### src/design/atw_pkg.sv
// Shared constants for the axis twist interpolator.
// Field widths, operation codes and register indexes; no dependencies.
package atw_pkg;

  localparam int NUM_POINTS_DEF = 8;
  localparam int POS_W          = 21;
  localparam int SPACING_W      = 20;
  localparam int ENTRY_W        = 16;
  localparam int INDEX_W        = 3;
  localparam int QUO_W          = 18;

  localparam logic OP_LOAD  = 1'b0;
  localparam logic OP_QUERY = 1'b1;

  localparam logic [1:0] REG_ENABLE  = 2'd0;
  localparam logic [1:0] REG_START   = 2'd1;
  localparam logic [1:0] REG_SPACING = 2'd2;

endpackage

### src/design/atw_ram.sv
// Generic single-write, single-read RAM with a registered read port.
// Standalone; no package dependency.
module atw_ram #(
  parameter int WIDTH = 16,
  parameter int DEPTH = 8
) (
  input  logic                     clk_i,
  input  logic                     we_i,
  input  logic [$clog2(DEPTH)-1:0] waddr_i,
  input  logic [WIDTH-1:0]         wdata_i,
  input  logic [$clog2(DEPTH)-1:0] raddr_i,
  output logic [WIDTH-1:0]         rdata_o
);

  logic [WIDTH-1:0] mem_q [DEPTH];
  logic [WIDTH-1:0] rdata_q;

  always_ff @(posedge clk_i) begin
    if (we_i) begin
      mem_q[waddr_i] <= wdata_i;
    end
    rdata_q <= mem_q[raddr_i];
  end

  assign rdata_o = rdata_q;

endmodule

### src/design/atw_div.sv
// Pipelined restoring divider producing QW quotient bits, one bit per stage.
// The user must hold the divisor static while items are in flight; the block does not enforce it. Uses atw_pkg.
module atw_div #(
  parameter int NW = 39,
  parameter int DW = 20,
  parameter int QW = atw_pkg::QUO_W,
  parameter int TW = 17
) (
  input  logic          clk_i,
  input  logic          rst_ni,
  input  logic          vld_i,
  input  logic [NW-1:0] num_i,
  input  logic [DW-1:0] den_i,
  input  logic [TW-1:0] tag_i,
  output logic          vld_o,
  output logic [QW-1:0] quo_o,
  output logic          ovf_o,
  output logic [TW-1:0] tag_o
);
  import atw_pkg::*;

  localparam int HW = NW - QW;

  logic          vld [QW+1];
  logic [DW-1:0] rem [QW+1];
  logic [QW-1:0] low [QW+1];
  logic [QW-1:0] quo [QW+1];
  logic          ovf [QW+1];
  logic [TW-1:0] tag [QW+1];
  logic [HW-1:0] hi;

  always_comb begin
    hi     = num_i[NW-1:QW];
    vld[0] = vld_i;
    ovf[0] = hi >= HW'(den_i);
    rem[0] = hi[DW-1:0];
    low[0] = num_i[QW-1:0];
    quo[0] = '0;
    tag[0] = tag_i;
  end

  for (genvar s = 0; s < QW; s++) begin : g_stage
    logic [DW:0]   trial;
    logic          fits;
    logic [DW-1:0] rem_d;
    logic [QW-1:0] quo_d;

    always_comb begin
      trial = {rem[s], low[s][QW-1-s]};
      fits  = trial >= {1'b0, den_i};
      rem_d = fits ? DW'(trial - {1'b0, den_i}) : trial[DW-1:0];
      quo_d = quo[s];
      quo_d[QW-1-s] = fits;
    end

    always_ff @(posedge clk_i or negedge rst_ni) begin
      if (!rst_ni) begin
        vld[s+1] <= 1'b0;
      end else begin
        vld[s+1] <= vld[s];
      end
    end

    always_ff @(posedge clk_i) begin
      rem[s+1] <= rem_d;
      low[s+1] <= low[s];
      quo[s+1] <= quo_d;
      ovf[s+1] <= ovf[s];
      tag[s+1] <= tag[s];
    end
  end

  assign vld_o = vld[QW];
  assign quo_o = quo[QW];
  assign ovf_o = ovf[QW];
  assign tag_o = tag[QW];

endmodule

### src/design/axis_twist_interpolator.sv
// Throughput: one transfer per cycle; busy stays low and the result cannot be stalled.
// Segment search and interpolation each run through a bit-per-stage divider pipeline.
// Loads write the table RAM in program order at the read stage of the pipeline.
// Reset clears control state (enable resets to one) and marks every table entry invalid, so it reads as zero.
// Top level; uses atw_pkg, atw_div and atw_ram.
module axis_twist_interpolator #(
  parameter int NUM_POINTS = atw_pkg::NUM_POINTS_DEF
) (
  input  logic                                clk_i,
  input  logic                                rst_ni,
  input  logic                                start,
  output logic                                busy,
  input  logic                                op_i,
  input  logic signed [atw_pkg::POS_W-1:0]    x_pos_i,
  input  logic [atw_pkg::INDEX_W-1:0]         entry_index_i,
  input  logic signed [atw_pkg::ENTRY_W-1:0]  entry_value_i,
  output logic                                done_o,
  output logic signed [atw_pkg::ENTRY_W-1:0]  z_correction_o,
  output logic                                clipped_o,
  input  logic                                psel,
  input  logic                                penable,
  input  logic                                pwrite,
  input  logic [3:0]                          paddr,
  input  logic [31:0]                         pwdata,
  output logic [31:0]                         prdata,
  output logic                                pready
);
  import atw_pkg::*;

  localparam int AW   = $clog2(NUM_POINTS);
  localparam int IW   = $clog2(NUM_POINTS - 1);
  localparam int DLW  = POS_W + 1;
  localparam int NWI  = POS_W + IW;
  localparam int EXW  = POS_W + IW + 2;
  localparam int DFW  = ENTRY_W + 1;
  localparam int NWQ  = DLW + DFW;
  localparam int SUMW = QUO_W + 3;

  typedef struct packed {
    logic                     op;
    logic [INDEX_W-1:0]       idx;
    logic signed [ENTRY_W-1:0] val;
    logic signed [DLW-1:0]    delta;
    logic                     neg;
  } item_t;

  typedef struct packed {
    logic signed [ENTRY_W-1:0] a;
    logic                      sign;
  } qtag_t;

  // Configuration registers.
  logic                 en_q;
  logic [POS_W-1:0]     start_q;
  logic [SPACING_W-1:0] sp_q;
  logic                 cfg_wr;

  assign pready = 1'b1;
  assign busy   = 1'b0;
  assign cfg_wr = psel && penable && pwrite && pready;

  always_ff @(posedge clk_i or negedge rst_ni) begin
    if (!rst_ni) begin
      en_q    <= 1'b1;
      start_q <= '0;
      sp_q    <= '0;
    end else if (cfg_wr) begin
      unique case (paddr[3:2])
        REG_ENABLE:  en_q    <= pwdata[0];
        REG_START:   start_q <= pwdata[POS_W-1:0];
        REG_SPACING: sp_q    <= pwdata[SPACING_W-1:0];
        default: ;
      endcase
    end
  end

  always_comb begin
    unique case (paddr[3:2])
      REG_ENABLE:  prdata = {31'b0, en_q};
      REG_START:   prdata = {{(32-POS_W){start_q[POS_W-1]}}, start_q};
      REG_SPACING: prdata = {{(32-SPACING_W){1'b0}}, sp_q};
      default:     prdata = '0;
    endcase
  end

  // Stage A: distance from the first table point.
  logic  a_vld_q;
  item_t a_item_q;
  logic signed [DLW-1:0] dist_d;

  assign dist_d = $signed({x_pos_i[POS_W-1], x_pos_i}) - $signed({start_q[POS_W-1], start_q});

  always_ff @(posedge clk_i or negedge rst_ni) begin
    if (!rst_ni) begin
      a_vld_q <= 1'b0;
    end else begin
      a_vld_q <= start && !busy;
    end
  end

  always_ff @(posedge clk_i) begin
    a_item_q.op    <= op_i;
    a_item_q.idx   <= entry_index_i;
    a_item_q.val   <= entry_value_i;
    a_item_q.delta <= dist_d;
    a_item_q.neg   <= dist_d[DLW-1];
  end

  // Segment search.
  logic           si_vld;
  logic [IW-1:0]  si_quo;
  logic           si_ovf;
  item_t          si_item;
  logic [NWI-1:0] si_num;

  assign si_num = a_item_q.neg ? '0 : NWI'(a_item_q.delta[POS_W-1:0]);

  atw_div #(.NW(NWI), .DW(SPACING_W), .QW(IW), .TW($bits(item_t))) u_seg_div (
    .clk_i (clk_i),
    .rst_ni(rst_ni),
    .vld_i (a_vld_q),
    .num_i (si_num),
    .den_i (sp_q),
    .tag_i (a_item_q),
    .vld_o (si_vld),
    .quo_o (si_quo),
    .ovf_o (si_ovf),
    .tag_o (si_item)
  );

  logic [IW-1:0] seg;
  logic          ld_we;
  logic          qry;
  logic [AW-1:0] ld_addr;
  logic [AW-1:0] rd_addr_a;
  logic [AW-1:0] rd_addr_b;
  logic [NUM_POINTS-1:0] tv_q;

  always_comb begin
    if (si_item.neg) begin
      seg = '0;
    end else if (si_ovf || si_quo > IW'(NUM_POINTS - 2)) begin
      seg = IW'(NUM_POINTS - 2);
    end else begin
      seg = si_quo;
    end
    ld_we     = si_vld && si_item.op == OP_LOAD && 32'(si_item.idx) < NUM_POINTS;
    qry       = si_vld && si_item.op == OP_QUERY;
    ld_addr   = AW'(si_item.idx);
    rd_addr_a = AW'(seg);
    rd_addr_b = AW'(seg) + AW'(1);
  end

  always_ff @(posedge clk_i or negedge rst_ni) begin
    if (!rst_ni) begin
      tv_q <= '0;
    end else if (ld_we) begin
      tv_q[ld_addr] <= 1'b1;
    end
  end

  logic [ENTRY_W-1:0] ram_a;
  logic [ENTRY_W-1:0] ram_b;

  atw_ram #(.WIDTH(ENTRY_W), .DEPTH(NUM_POINTS)) u_ram_lo (
    .clk_i  (clk_i),
    .we_i   (ld_we),
    .waddr_i(ld_addr),
    .wdata_i(si_item.val),
    .raddr_i(rd_addr_a),
    .rdata_o(ram_a)
  );

  atw_ram #(.WIDTH(ENTRY_W), .DEPTH(NUM_POINTS)) u_ram_hi (
    .clk_i  (clk_i),
    .we_i   (ld_we),
    .waddr_i(ld_addr),
    .wdata_i(si_item.val),
    .raddr_i(rd_addr_b),
    .rdata_o(ram_b)
  );

  // Stage B: table read in flight.
  logic                  b_vld_q;
  logic [IW-1:0]         b_seg_q;
  logic signed [DLW-1:0] b_dist_q;
  logic                  b_va_q;
  logic                  b_vb_q;

  always_ff @(posedge clk_i or negedge rst_ni) begin
    if (!rst_ni) begin
      b_vld_q <= 1'b0;
    end else begin
      b_vld_q <= qry;
    end
  end

  always_ff @(posedge clk_i) begin
    b_seg_q  <= seg;
    b_dist_q <= si_item.delta;
    b_va_q   <= tv_q[rd_addr_a];
    b_vb_q   <= tv_q[rd_addr_b];
  end

  // Stage C: offset inside the segment and endpoint difference.
  logic                      c_vld_q;
  logic signed [DLW-1:0]     c_r_q;
  logic signed [ENTRY_W-1:0] c_a_q;
  logic signed [DFW-1:0]     c_diff_q;
  logic signed [ENTRY_W-1:0] pt_a;
  logic signed [ENTRY_W-1:0] pt_b;
  logic signed [EXW-1:0]     r_full;

  always_comb begin
    pt_a   = b_va_q ? $signed(ram_a) : '0;
    pt_b   = b_vb_q ? $signed(ram_b) : '0;
    r_full = EXW'(b_dist_q) - $signed(EXW'(b_seg_q * sp_q));
  end

  always_ff @(posedge clk_i or negedge rst_ni) begin
    if (!rst_ni) begin
      c_vld_q <= 1'b0;
    end else begin
      c_vld_q <= b_vld_q;
    end
  end

  always_ff @(posedge clk_i) begin
    c_r_q    <= r_full[DLW-1:0];
    c_a_q    <= pt_a;
    c_diff_q <= DFW'(pt_b) - DFW'(pt_a);
  end

  // Stage D: numerator of the interpolation.
  logic                      d_vld_q;
  logic signed [NWQ-1:0]     d_num_q;
  logic signed [ENTRY_W-1:0] d_a_q;

  always_ff @(posedge clk_i or negedge rst_ni) begin
    if (!rst_ni) begin
      d_vld_q <= 1'b0;
    end else begin
      d_vld_q <= c_vld_q;
    end
  end

  always_ff @(posedge clk_i) begin
    d_num_q <= NWQ'(c_r_q) * NWQ'(c_diff_q);
    d_a_q   <= c_a_q;
  end

  // A negative numerator divides as its one's complement, which gives the floor.
  logic             iq_vld;
  logic [QUO_W-1:0] iq_quo;
  logic             iq_ovf;
  qtag_t            iq_tag;
  qtag_t            dq_tag;
  logic [NWQ-1:0]   iq_num;

  assign iq_num      = d_num_q ^ {NWQ{d_num_q[NWQ-1]}};
  assign dq_tag.a    = d_a_q;
  assign dq_tag.sign = d_num_q[NWQ-1];

  atw_div #(.NW(NWQ), .DW(SPACING_W), .QW(QUO_W), .TW($bits(qtag_t))) u_interp_div (
    .clk_i (clk_i),
    .rst_ni(rst_ni),
    .vld_i (d_vld_q),
    .num_i (iq_num),
    .den_i (sp_q),
    .tag_i (dq_tag),
    .vld_o (iq_vld),
    .quo_o (iq_quo),
    .ovf_o (iq_ovf),
    .tag_o (iq_tag)
  );

  // Stage E: sum, saturation (zero when disabled or the spacing is zero) and result register.
  logic signed [SUMW-1:0]    quo_s;
  logic signed [SUMW-1:0]    sum;
  logic signed [ENTRY_W-1:0] z_d;
  logic                      clip_d;
  logic                      done_q;
  logic signed [ENTRY_W-1:0] z_q;
  logic                      clip_q;

  localparam logic signed [SUMW-1:0] SAT_HI = SUMW'(32767);
  localparam logic signed [SUMW-1:0] SAT_LO = -SUMW'(32768);

  always_comb begin
    quo_s = iq_tag.sign ? ~$signed(SUMW'(iq_quo)) : $signed(SUMW'(iq_quo));
    sum   = SUMW'(iq_tag.a) + quo_s;
    priority if (!en_q || sp_q == '0) begin
      z_d    = '0;
      clip_d = 1'b0;
    end else if (iq_ovf) begin
      z_d    = iq_tag.sign ? -16'sd32768 : 16'sd32767;
      clip_d = 1'b1;
    end else if (sum > SAT_HI) begin
      z_d    = 16'sd32767;
      clip_d = 1'b1;
    end else if (sum < SAT_LO) begin
      z_d    = -16'sd32768;
      clip_d = 1'b1;
    end else begin
      z_d    = sum[ENTRY_W-1:0];
      clip_d = 1'b0;
    end
  end

  always_ff @(posedge clk_i or negedge rst_ni) begin
    if (!rst_ni) begin
      done_q <= 1'b0;
    end else begin
      done_q <= iq_vld;
    end
  end

  always_ff @(posedge clk_i) begin
    z_q    <= z_d;
    clip_q <= clip_d;
  end

  assign done_o         = done_q;
  assign z_correction_o = z_q;
  assign clipped_o      = done_q && clip_q;

`ifndef SYNTHESIS
  a_clip_saturates: assert property (@(posedge clk_i) disable iff (!rst_ni)
    clipped_o |-> (z_correction_o == 16'sd32767 || z_correction_o == -16'sd32768))
    else $error("clipped result is not at a saturation limit");

  a_disabled_zero: assert property (@(posedge clk_i) disable iff (!rst_ni)
    (done_o && (!en_q || sp_q == '0)) |-> (z_correction_o == '0 && !clipped_o))
    else $error("disabled correction returned a nonzero result");

  a_load_marks_valid: assert property (@(posedge clk_i) disable iff (!rst_ni)
    ld_we |=> tv_q[$past(ld_addr)])
    else $error("table write did not mark its entry valid");

  a_query_reaches_ram: assert property (@(posedge clk_i) disable iff (!rst_ni)
    qry |=> b_vld_q)
    else $error("query lost at the table read stage");
`endif

endmodule
### config.mk
export PLATFORM = sky130hd
export DESIGN_NAME = axis_twist_interpolator
export DESIGN_NICKNAME = d
export VERILOG_FILES = /design/src/design/atw_pkg.sv /design/src/design/atw_ram.sv /design/src/design/atw_div.sv /design/src/design/axis_twist_interpolator.sv
export SDC_FILE = /design/constraint.sdc
export NUM_CORES = 2
export LEC_CHECK = 0
export ABC_AREA = 1
export BUFFER_PORTS_ARGS = -buffer_cell sky130_fd_sc_hd__buf_2
export CAP_MARGIN = 10
export CORE_UTILIZATION = 40
export DETAILED_ROUTE_END_ITERATION = 6
export HOLD_SLACK_MARGIN = 0.05
export PLACE_DENSITY = 0.58
export SLEW_MARGIN = 25
export SYNTH_ARGS = -nofsm -noshare
export SYNTH_HDL_FRONTEND = slang
export SYNTH_SLANG_ARGS = --single-unit
### constraint.sdc
create_clock -name clk_i -period 6.45 [get_ports clk_i]
set_clock_uncertainty 0.15 [all_clocks]
set_input_delay 0.3225 -clock clk_i [delete_from_list [all_inputs] [get_ports clk_i]]
set_output_delay 0.3225 -clock clk_i [all_outputs]
set_load 0.1 [all_outputs]
### Word level (Yosys, flattened, before mapping)

Memory sizes are Yosys's and may differ from the RTL's. A register that Yosys moved wholly into a read port is not among the register bits.
Index checks and enable logic that the tools add are counted.

* bits in registers: 1442
* memory bits (writable): 256
* bits of input ports: 83
* output and inout bits: 52
* word-level logic and storage cells: 266
* memories: 2

Memory list
* u_ram_hi.mem_q: depth 8, bits a word 16, read ports 1, clocked after memory_dff 1, wr ports 1, RTL line atw_ram.sv:15 `logic [WIDTH-1:0] mem_q [DEPTH];`
* u_ram_lo.mem_q: depth 8, bits a word 16, read ports 1, clocked after memory_dff 1, wr ports 1, RTL line atw_ram.sv:15

* add/subtract/negate cells: 24
* multiply operators: 2
* $lt $le $gt $ge: 30
* eq/ne operators: 2
* mux-type cells: 41
* bitwise operators: 4
* reductions and logical operators: 14

Operators by type and width (count)
* $ge 21x20->1: 21
* $mux 20: 19
* $sub 20x20->20: 18
* $mux 16: 6
* $pmux 32 s3: 1
* $mux 21: 2
* $mul 22x17->39: 1
* $xor 39x39->39: 1
* $mul 3x20->22: 1
* $sub 21x21->22: 1
* $sub 22x22->22: 1
* $add 16x21->21: 1
* $gt 21x16->1 const B: 1
* $lt 21x16->1 const B: 1
* $not 18->21: 1
* $ge 18x20->1: 1
* $ge 19x20->1: 1
* $logic_not 20->1: 1
* $sub 19x20->20: 1
* $sub 16x16->17: 1
* $lt 3x4->1 const B: 3
* $mux 1: 8
* $or 8x8->8: 1
* $bmux 1 s3: 2
* 13 further kinds: 22

### Depth between registers and ports, before layout

* word-level depth: 7
* gate-level depth with buffers: 31
* gate-level depth less buffers: 29

### Hierarchy

Synthesis repeated with hierarchy kept, for this count alone.

* cells, all modules: 12070
* area total of the unflattened synthesis: 95023.6 µm²

By module, submodules not included
* atw_div (u_interp_div): times used 1, cells an instance 6538, area an instance 47865.9 µm², seq. area each 20229.4 µm²
* axis_twist_interpolator: times used 1, cells an instance 3337, area an instance 26980.9 µm², seq. area each 5301.3 µm²
* atw_ram: times used 2, cells an instance 587, area an instance 5989.5 µm², seq. area each 4164.0 µm²
* atw_div (u_seg_div): times used 1, cells an instance 1021, area an instance 8197.9 µm², seq. area each 3698.5 µm²

### Worst setup path before layout

OpenSTA, ideal clock, no wires.

* path type: flip-flop to flip-flop
* start point: register c_r_q[21]
* end point: register d_num_q[37]
* setup time: 0.072 ns
* arrival: 5.917 ns
* required time: 6.228 ns
* path slack: 0.311 ns
* cell stages (with the launch flop): 23
* buffers on the path: 2
* clock period less this slack: 6.139 ns
* cell sequence: dfxtp_1 clkbuf_1 clkbuf_1 nand2_1 fa_1 inv_1 fa_1 inv_1 fa_1 inv_1 fa_1 fa_1 inv_1 fa_1 inv_1 ha_1 inv_1 nor3_1 nand2_1 nor2_1 nand3_1 nand3_1 xor2_1

* cells in the longest elaborated chain, start to end: 1

Ends and longest elaborated chain
* start: declaration: RTL line axis_twist_interpolator.sv:207 `logic signed [DLW-1:0] c_r_q;`
* start signal: assignment: RTL line axis_twist_interpolator.sv:229 `c_r_q <= r_full[DLW-1:0];`
* $mul 22x17->39: RTL line axis_twist_interpolator.sv:248 `d_num_q <= NWQ'(c_r_q) * NWQ'(c_diff_q);`
* end signal: assignment: RTL line axis_twist_interpolator.sv:248
* end: declaration: RTL line axis_twist_interpolator.sv:236 `logic signed [NWQ-1:0] d_num_q;`

No other way between the ends.
A chain may end at the register's enable or synchronous reset.

### Worst setup path after layout

* start point: register c_diff_q[2]
* end point: register d_num_q[33]

* cells in the longest elaborated chain, start to end: 1

Ends and longest elaborated chain
* start: declaration: RTL line axis_twist_interpolator.sv:209 `logic signed [DFW-1:0] c_diff_q;`
* start signal: assignment: RTL line axis_twist_interpolator.sv:231 `c_diff_q <= DFW'(pt_b) - DFW'(pt_a);`
* $mul 22x17->39: RTL line axis_twist_interpolator.sv:248

No other way between the ends.

==> impl_metrics.py <==
metrics = {
    "finish": {
        "fin_util_pct": 45.63,
        "layout_commonest_cell": "nand2_1",
        "layout.nets": 10720,
        "area_delta_synth_final_pct": 13.02,
        "drive_gt1_share_pct": 6.696,
        "layout_common_cells": "nand2_1 (1983), dfxtp_1 (1382), inv_1 (1233)",
    },
    "sta": {
        "fmax_mhz": 163.2,
        "hold_ws_ns": 0.1332,
        "finalMaxSlewViolations": 0,
        "rsz0062_at_grt": "no",
        "fin_crit_sh_pct": 95.00,
        "period_minus_slack_ns": 6.128,
        "max_slew_margin_pct": 19.48,
        "setup_tns_ns": 0,
        "finalSetupViolCount": 0,
        "tightest_slew_ns": 1.195,
        "hold_violations": 0,
    },
    "clock_network": {
        "h-tree-depth": 4,
        "cts.sinks": 1598,
        "cts_made_buffers": 160,
        "root_buffer": "clkbuf_16",
        "clock_latency_ns": 0.81,
        "post_cts.repair.setup_buffers": 0,
        "clk_pin_slew_worst_paths_ns": 0.06,
        "clock_path_buffers": 3,
        "cts_tree": "built",
    },
    "yosys": {
        "synth.distinct_cells": 64,
        "synthFlopType": "dfxtp_1",
        "ys_async_sr_fraction_pct": 4.756,
        "synth_enable_flop_cells": 128,
        "synth_cells": 9300,
        "syn_avg_cell_area_um2": 8.800,
        "synthTopCellsByArea": "dfxtp_1 (34%), fa_1 (11%), ha_1 (9.7%)",
        "synth.top_cell.area_share_pct": 34.10,
        "synth-seq-cells": 1598,
        "yosysWarnings": 0,
        "yosysSeqAreaShare_pct": 41.12,
        "synthesis.nets": 10450,
        "synth_area_leader_cell": "dfxtp_1",
        "syn_area_um2": 81840,
    },
    "critical_path": {
        "cp_slowest_cell": "fa_1",
        "cp-end-kind": "flip-flop",
        "r2r-start": "c_diff_q[2]$_DFF_P_",
        "worstSetupStartpointType": "flip-flop",
        "crit_fanout": 5,
        "reg2reg_depth": 22,
        "path_cells": "nand2_1 -> fa_1 -> inv_1 -> fa_1 -> inv_1 -> fa_1 -> inv_1 -> fa_1 -> fa_1 -> inv_1 -> fa_1 -> inv_1 -> ha_1 -> a21oi_1 -> a21boi_0 -> o21ai_0 -> nand2_1 -> nand4_1 -> nand2_1 -> nand2_1 -> a21oi_1 -> xor2_1",
        "cp_common_cell": "fa_1",
        "cp_slowest_stage_delay_ns": 0.55,
        "critPathBufInv": 5,
        "required_ns": 7.00,
        "path_class": "flip-flop to flip-flop",
        "r2r_end": "d_num_q[33]$_DFF_P_",
        "crit_family": "adder cells",
        "ff2ff_setup_slack_ns": 0.32,
        "cp_data_arrival_time_ns": 6.68,
    },
    "placed_design": {
        "dp_hpwl_mm": 168.3,
        "gp_congestion": 0.9188,
        "portBuffers": 119,
    },
    "worst_hold_path": {
        "holdPathStages": 0,
        "min_from": "u_seg_div.tag[90]$_DFF_P_",
        "holdPathEnd": "u_seg_div.tag[47]$_DFF_P_",
        "hold_class": "flip-flop to flip-flop",
    },
    "grt": {
        "track_usage_pct": 21.30,
        "grt_pass1_vias": 62160,
        "grt_pass1_wl_mm": 343.0,
        "gr-total-overflow": 0,
        "antenna_found_initial": 6,
        "grt_max_degree": 115,
    },
    "routing": {
        "drtIter0Drc": 4219,
        "vias_per_cell": 5.023,
        "vias": 62210,
        "wl_mm": 220.5,
        "drc": 0,
        "postRouteAntennaNets": 0,
        "dr.pass1.iters": 7,
        "routedWlPerCell_um": 17.80,
    },
    "die": {
        "die_y_um": 454.3,
        "pin_count": 135,
        "initial_core_util_pct": 40.37,
        "die_w_um": 454.3,
        "rows": 165,
        "die-area_um2": 206400,
        "core_area_um2": 202700,
    },
    "run": {
        "max_cap_viol_count": 0,
    },
    "status": {
        "status": "finished clean",
    },
}
metal layers:
| metal | up-vias | GRT usage [%] | part of all wire, % |
|---|---|---|---|
| li1 | 30730 | - | - |
| met1 | 29450 | 26.20 | 43 |
| met2 | 1552 | 36.76 | 48 |
| met3 | 477 | 3.109 | 4.7 |
| met4 | 2 | 9.543 | 4.9 |
| met5 | - | 0 | 0.0032 |
how the worst max path moves through the flow:
stage                   startpoint                  end  slack, ns  cells after the start
2_1_floorplan    c_r_q[21]$_DFF_P_  d_num_q[37]$_DFF_P_       0.31                     22
3_3_place_gp   c_diff_q[7]$_DFF_P_  d_num_q[34]$_DFF_P_       0.14                     22
3_5_place_dp   c_diff_q[7]$_DFF_P_  d_num_q[35]$_DFF_P_       0.10                     25
4_1_cts        c_diff_q[7]$_DFF_P_  d_num_q[35]$_DFF_P_        0.1                     25
5_1_grt          c_r_q[12]$_DFF_P_  d_num_q[35]$_DFF_P_       0.02                     24
6_report       c_diff_q[2]$_DFF_P_  d_num_q[33]$_DFF_P_       0.32                     22
stage by stage:
stage	setup WS (ns)	instance area [µm²]	instances
3_5_place_dp	0.1047	85640	11970
5_1_grt	0.02115	92490	12380
3_3_place_gp	0.1355	85640	11970
6_report	0.3223	92500	12390
4_1_cts	0.09743	92440	12380
2_1_floorplan	0.3112	81840	9300
flip-flops by register name (all words and copies together), names as in the netlist, 17 cells and up:
| name | flops |
|---|---|
| a_item_q | 42 |
| b_dist_q | 22 |
| c_diff_q | 17 |
| c_r_q | 22 |
| d_num_q | 39 |
| sp_q | 20 |
| start_q | 21 |
| u_interp_div.g_stage.quo_d | 153 |
| u_interp_div.g_stage.trial | 357 |
| u_interp_div.low | 136 |
| u_interp_div.ovf | 17 |
| u_interp_div.quo_o | 18 |
| u_interp_div.tag | 289 |
| u_interp_div.tag_o | 17 |
| u_interp_div.vld | 17 |
| u_ram_lo.mem_q | 128 |
| u_seg_div.g_stage.trial | 42 |
| u_seg_div.tag | 84 |
| u_seg_div.tag_o | 42 |
final cells by class:
class	instances	area (µm²)
multi-input cells	6197	42360
diodes	6	15.01
clock buffers	200	4367
fillers	19520	110200
inverters	1273	4782
flip-flops and latches	1598	33670
repair buffers	342	2635
clock inverters	97	1326
well taps	2672	3343
cells by family (layout without fill, tap and decap cells):
group                    Yosys count  in the layout  synth area share (%)
multiplexers                       1              1               0.01376
adder cells (fa/ha/maj)         1063           1063                 20.20
AND/OR/NAND/NOR                 3044           3044                 15.31
AO/OA/AOI/OAI                   1631           1631                 11.30
XOR/XNOR                         456            456                 4.880
flip-flops                      1598           1598                 41.12
buffers and inverters           1505           1912                 7.176
other                              2              8              0.009176
synth_stat cells, drive strengths merged (35+ instances only):
cell type  number
inv          1267
a21boi         35
a21oi         497
nand4          95
nand2        1989
xnor2         199
clkbuf        149
o22ai          53
o211ai         47
o21bai         50
nand3         278
a31oi         101
ha            633
nor2          498
dfxtp        1394
nor4           52
xor2          257
buf            83
dfrtp          75
edfxtp        128
fa            430
nor3           84
a21o           79
o21ai         680
timing repair:
action / CTS / global route
endpoints found under the setup margin: 0 / 9
resized for setup: 0 / 11
endpoints found under the hold margin: 161 / 65
hold buffers: 111 / 1
Power is not shown: default switching activity piles up to over one toggle a cycle in this logic, so the estimate is an artifact.
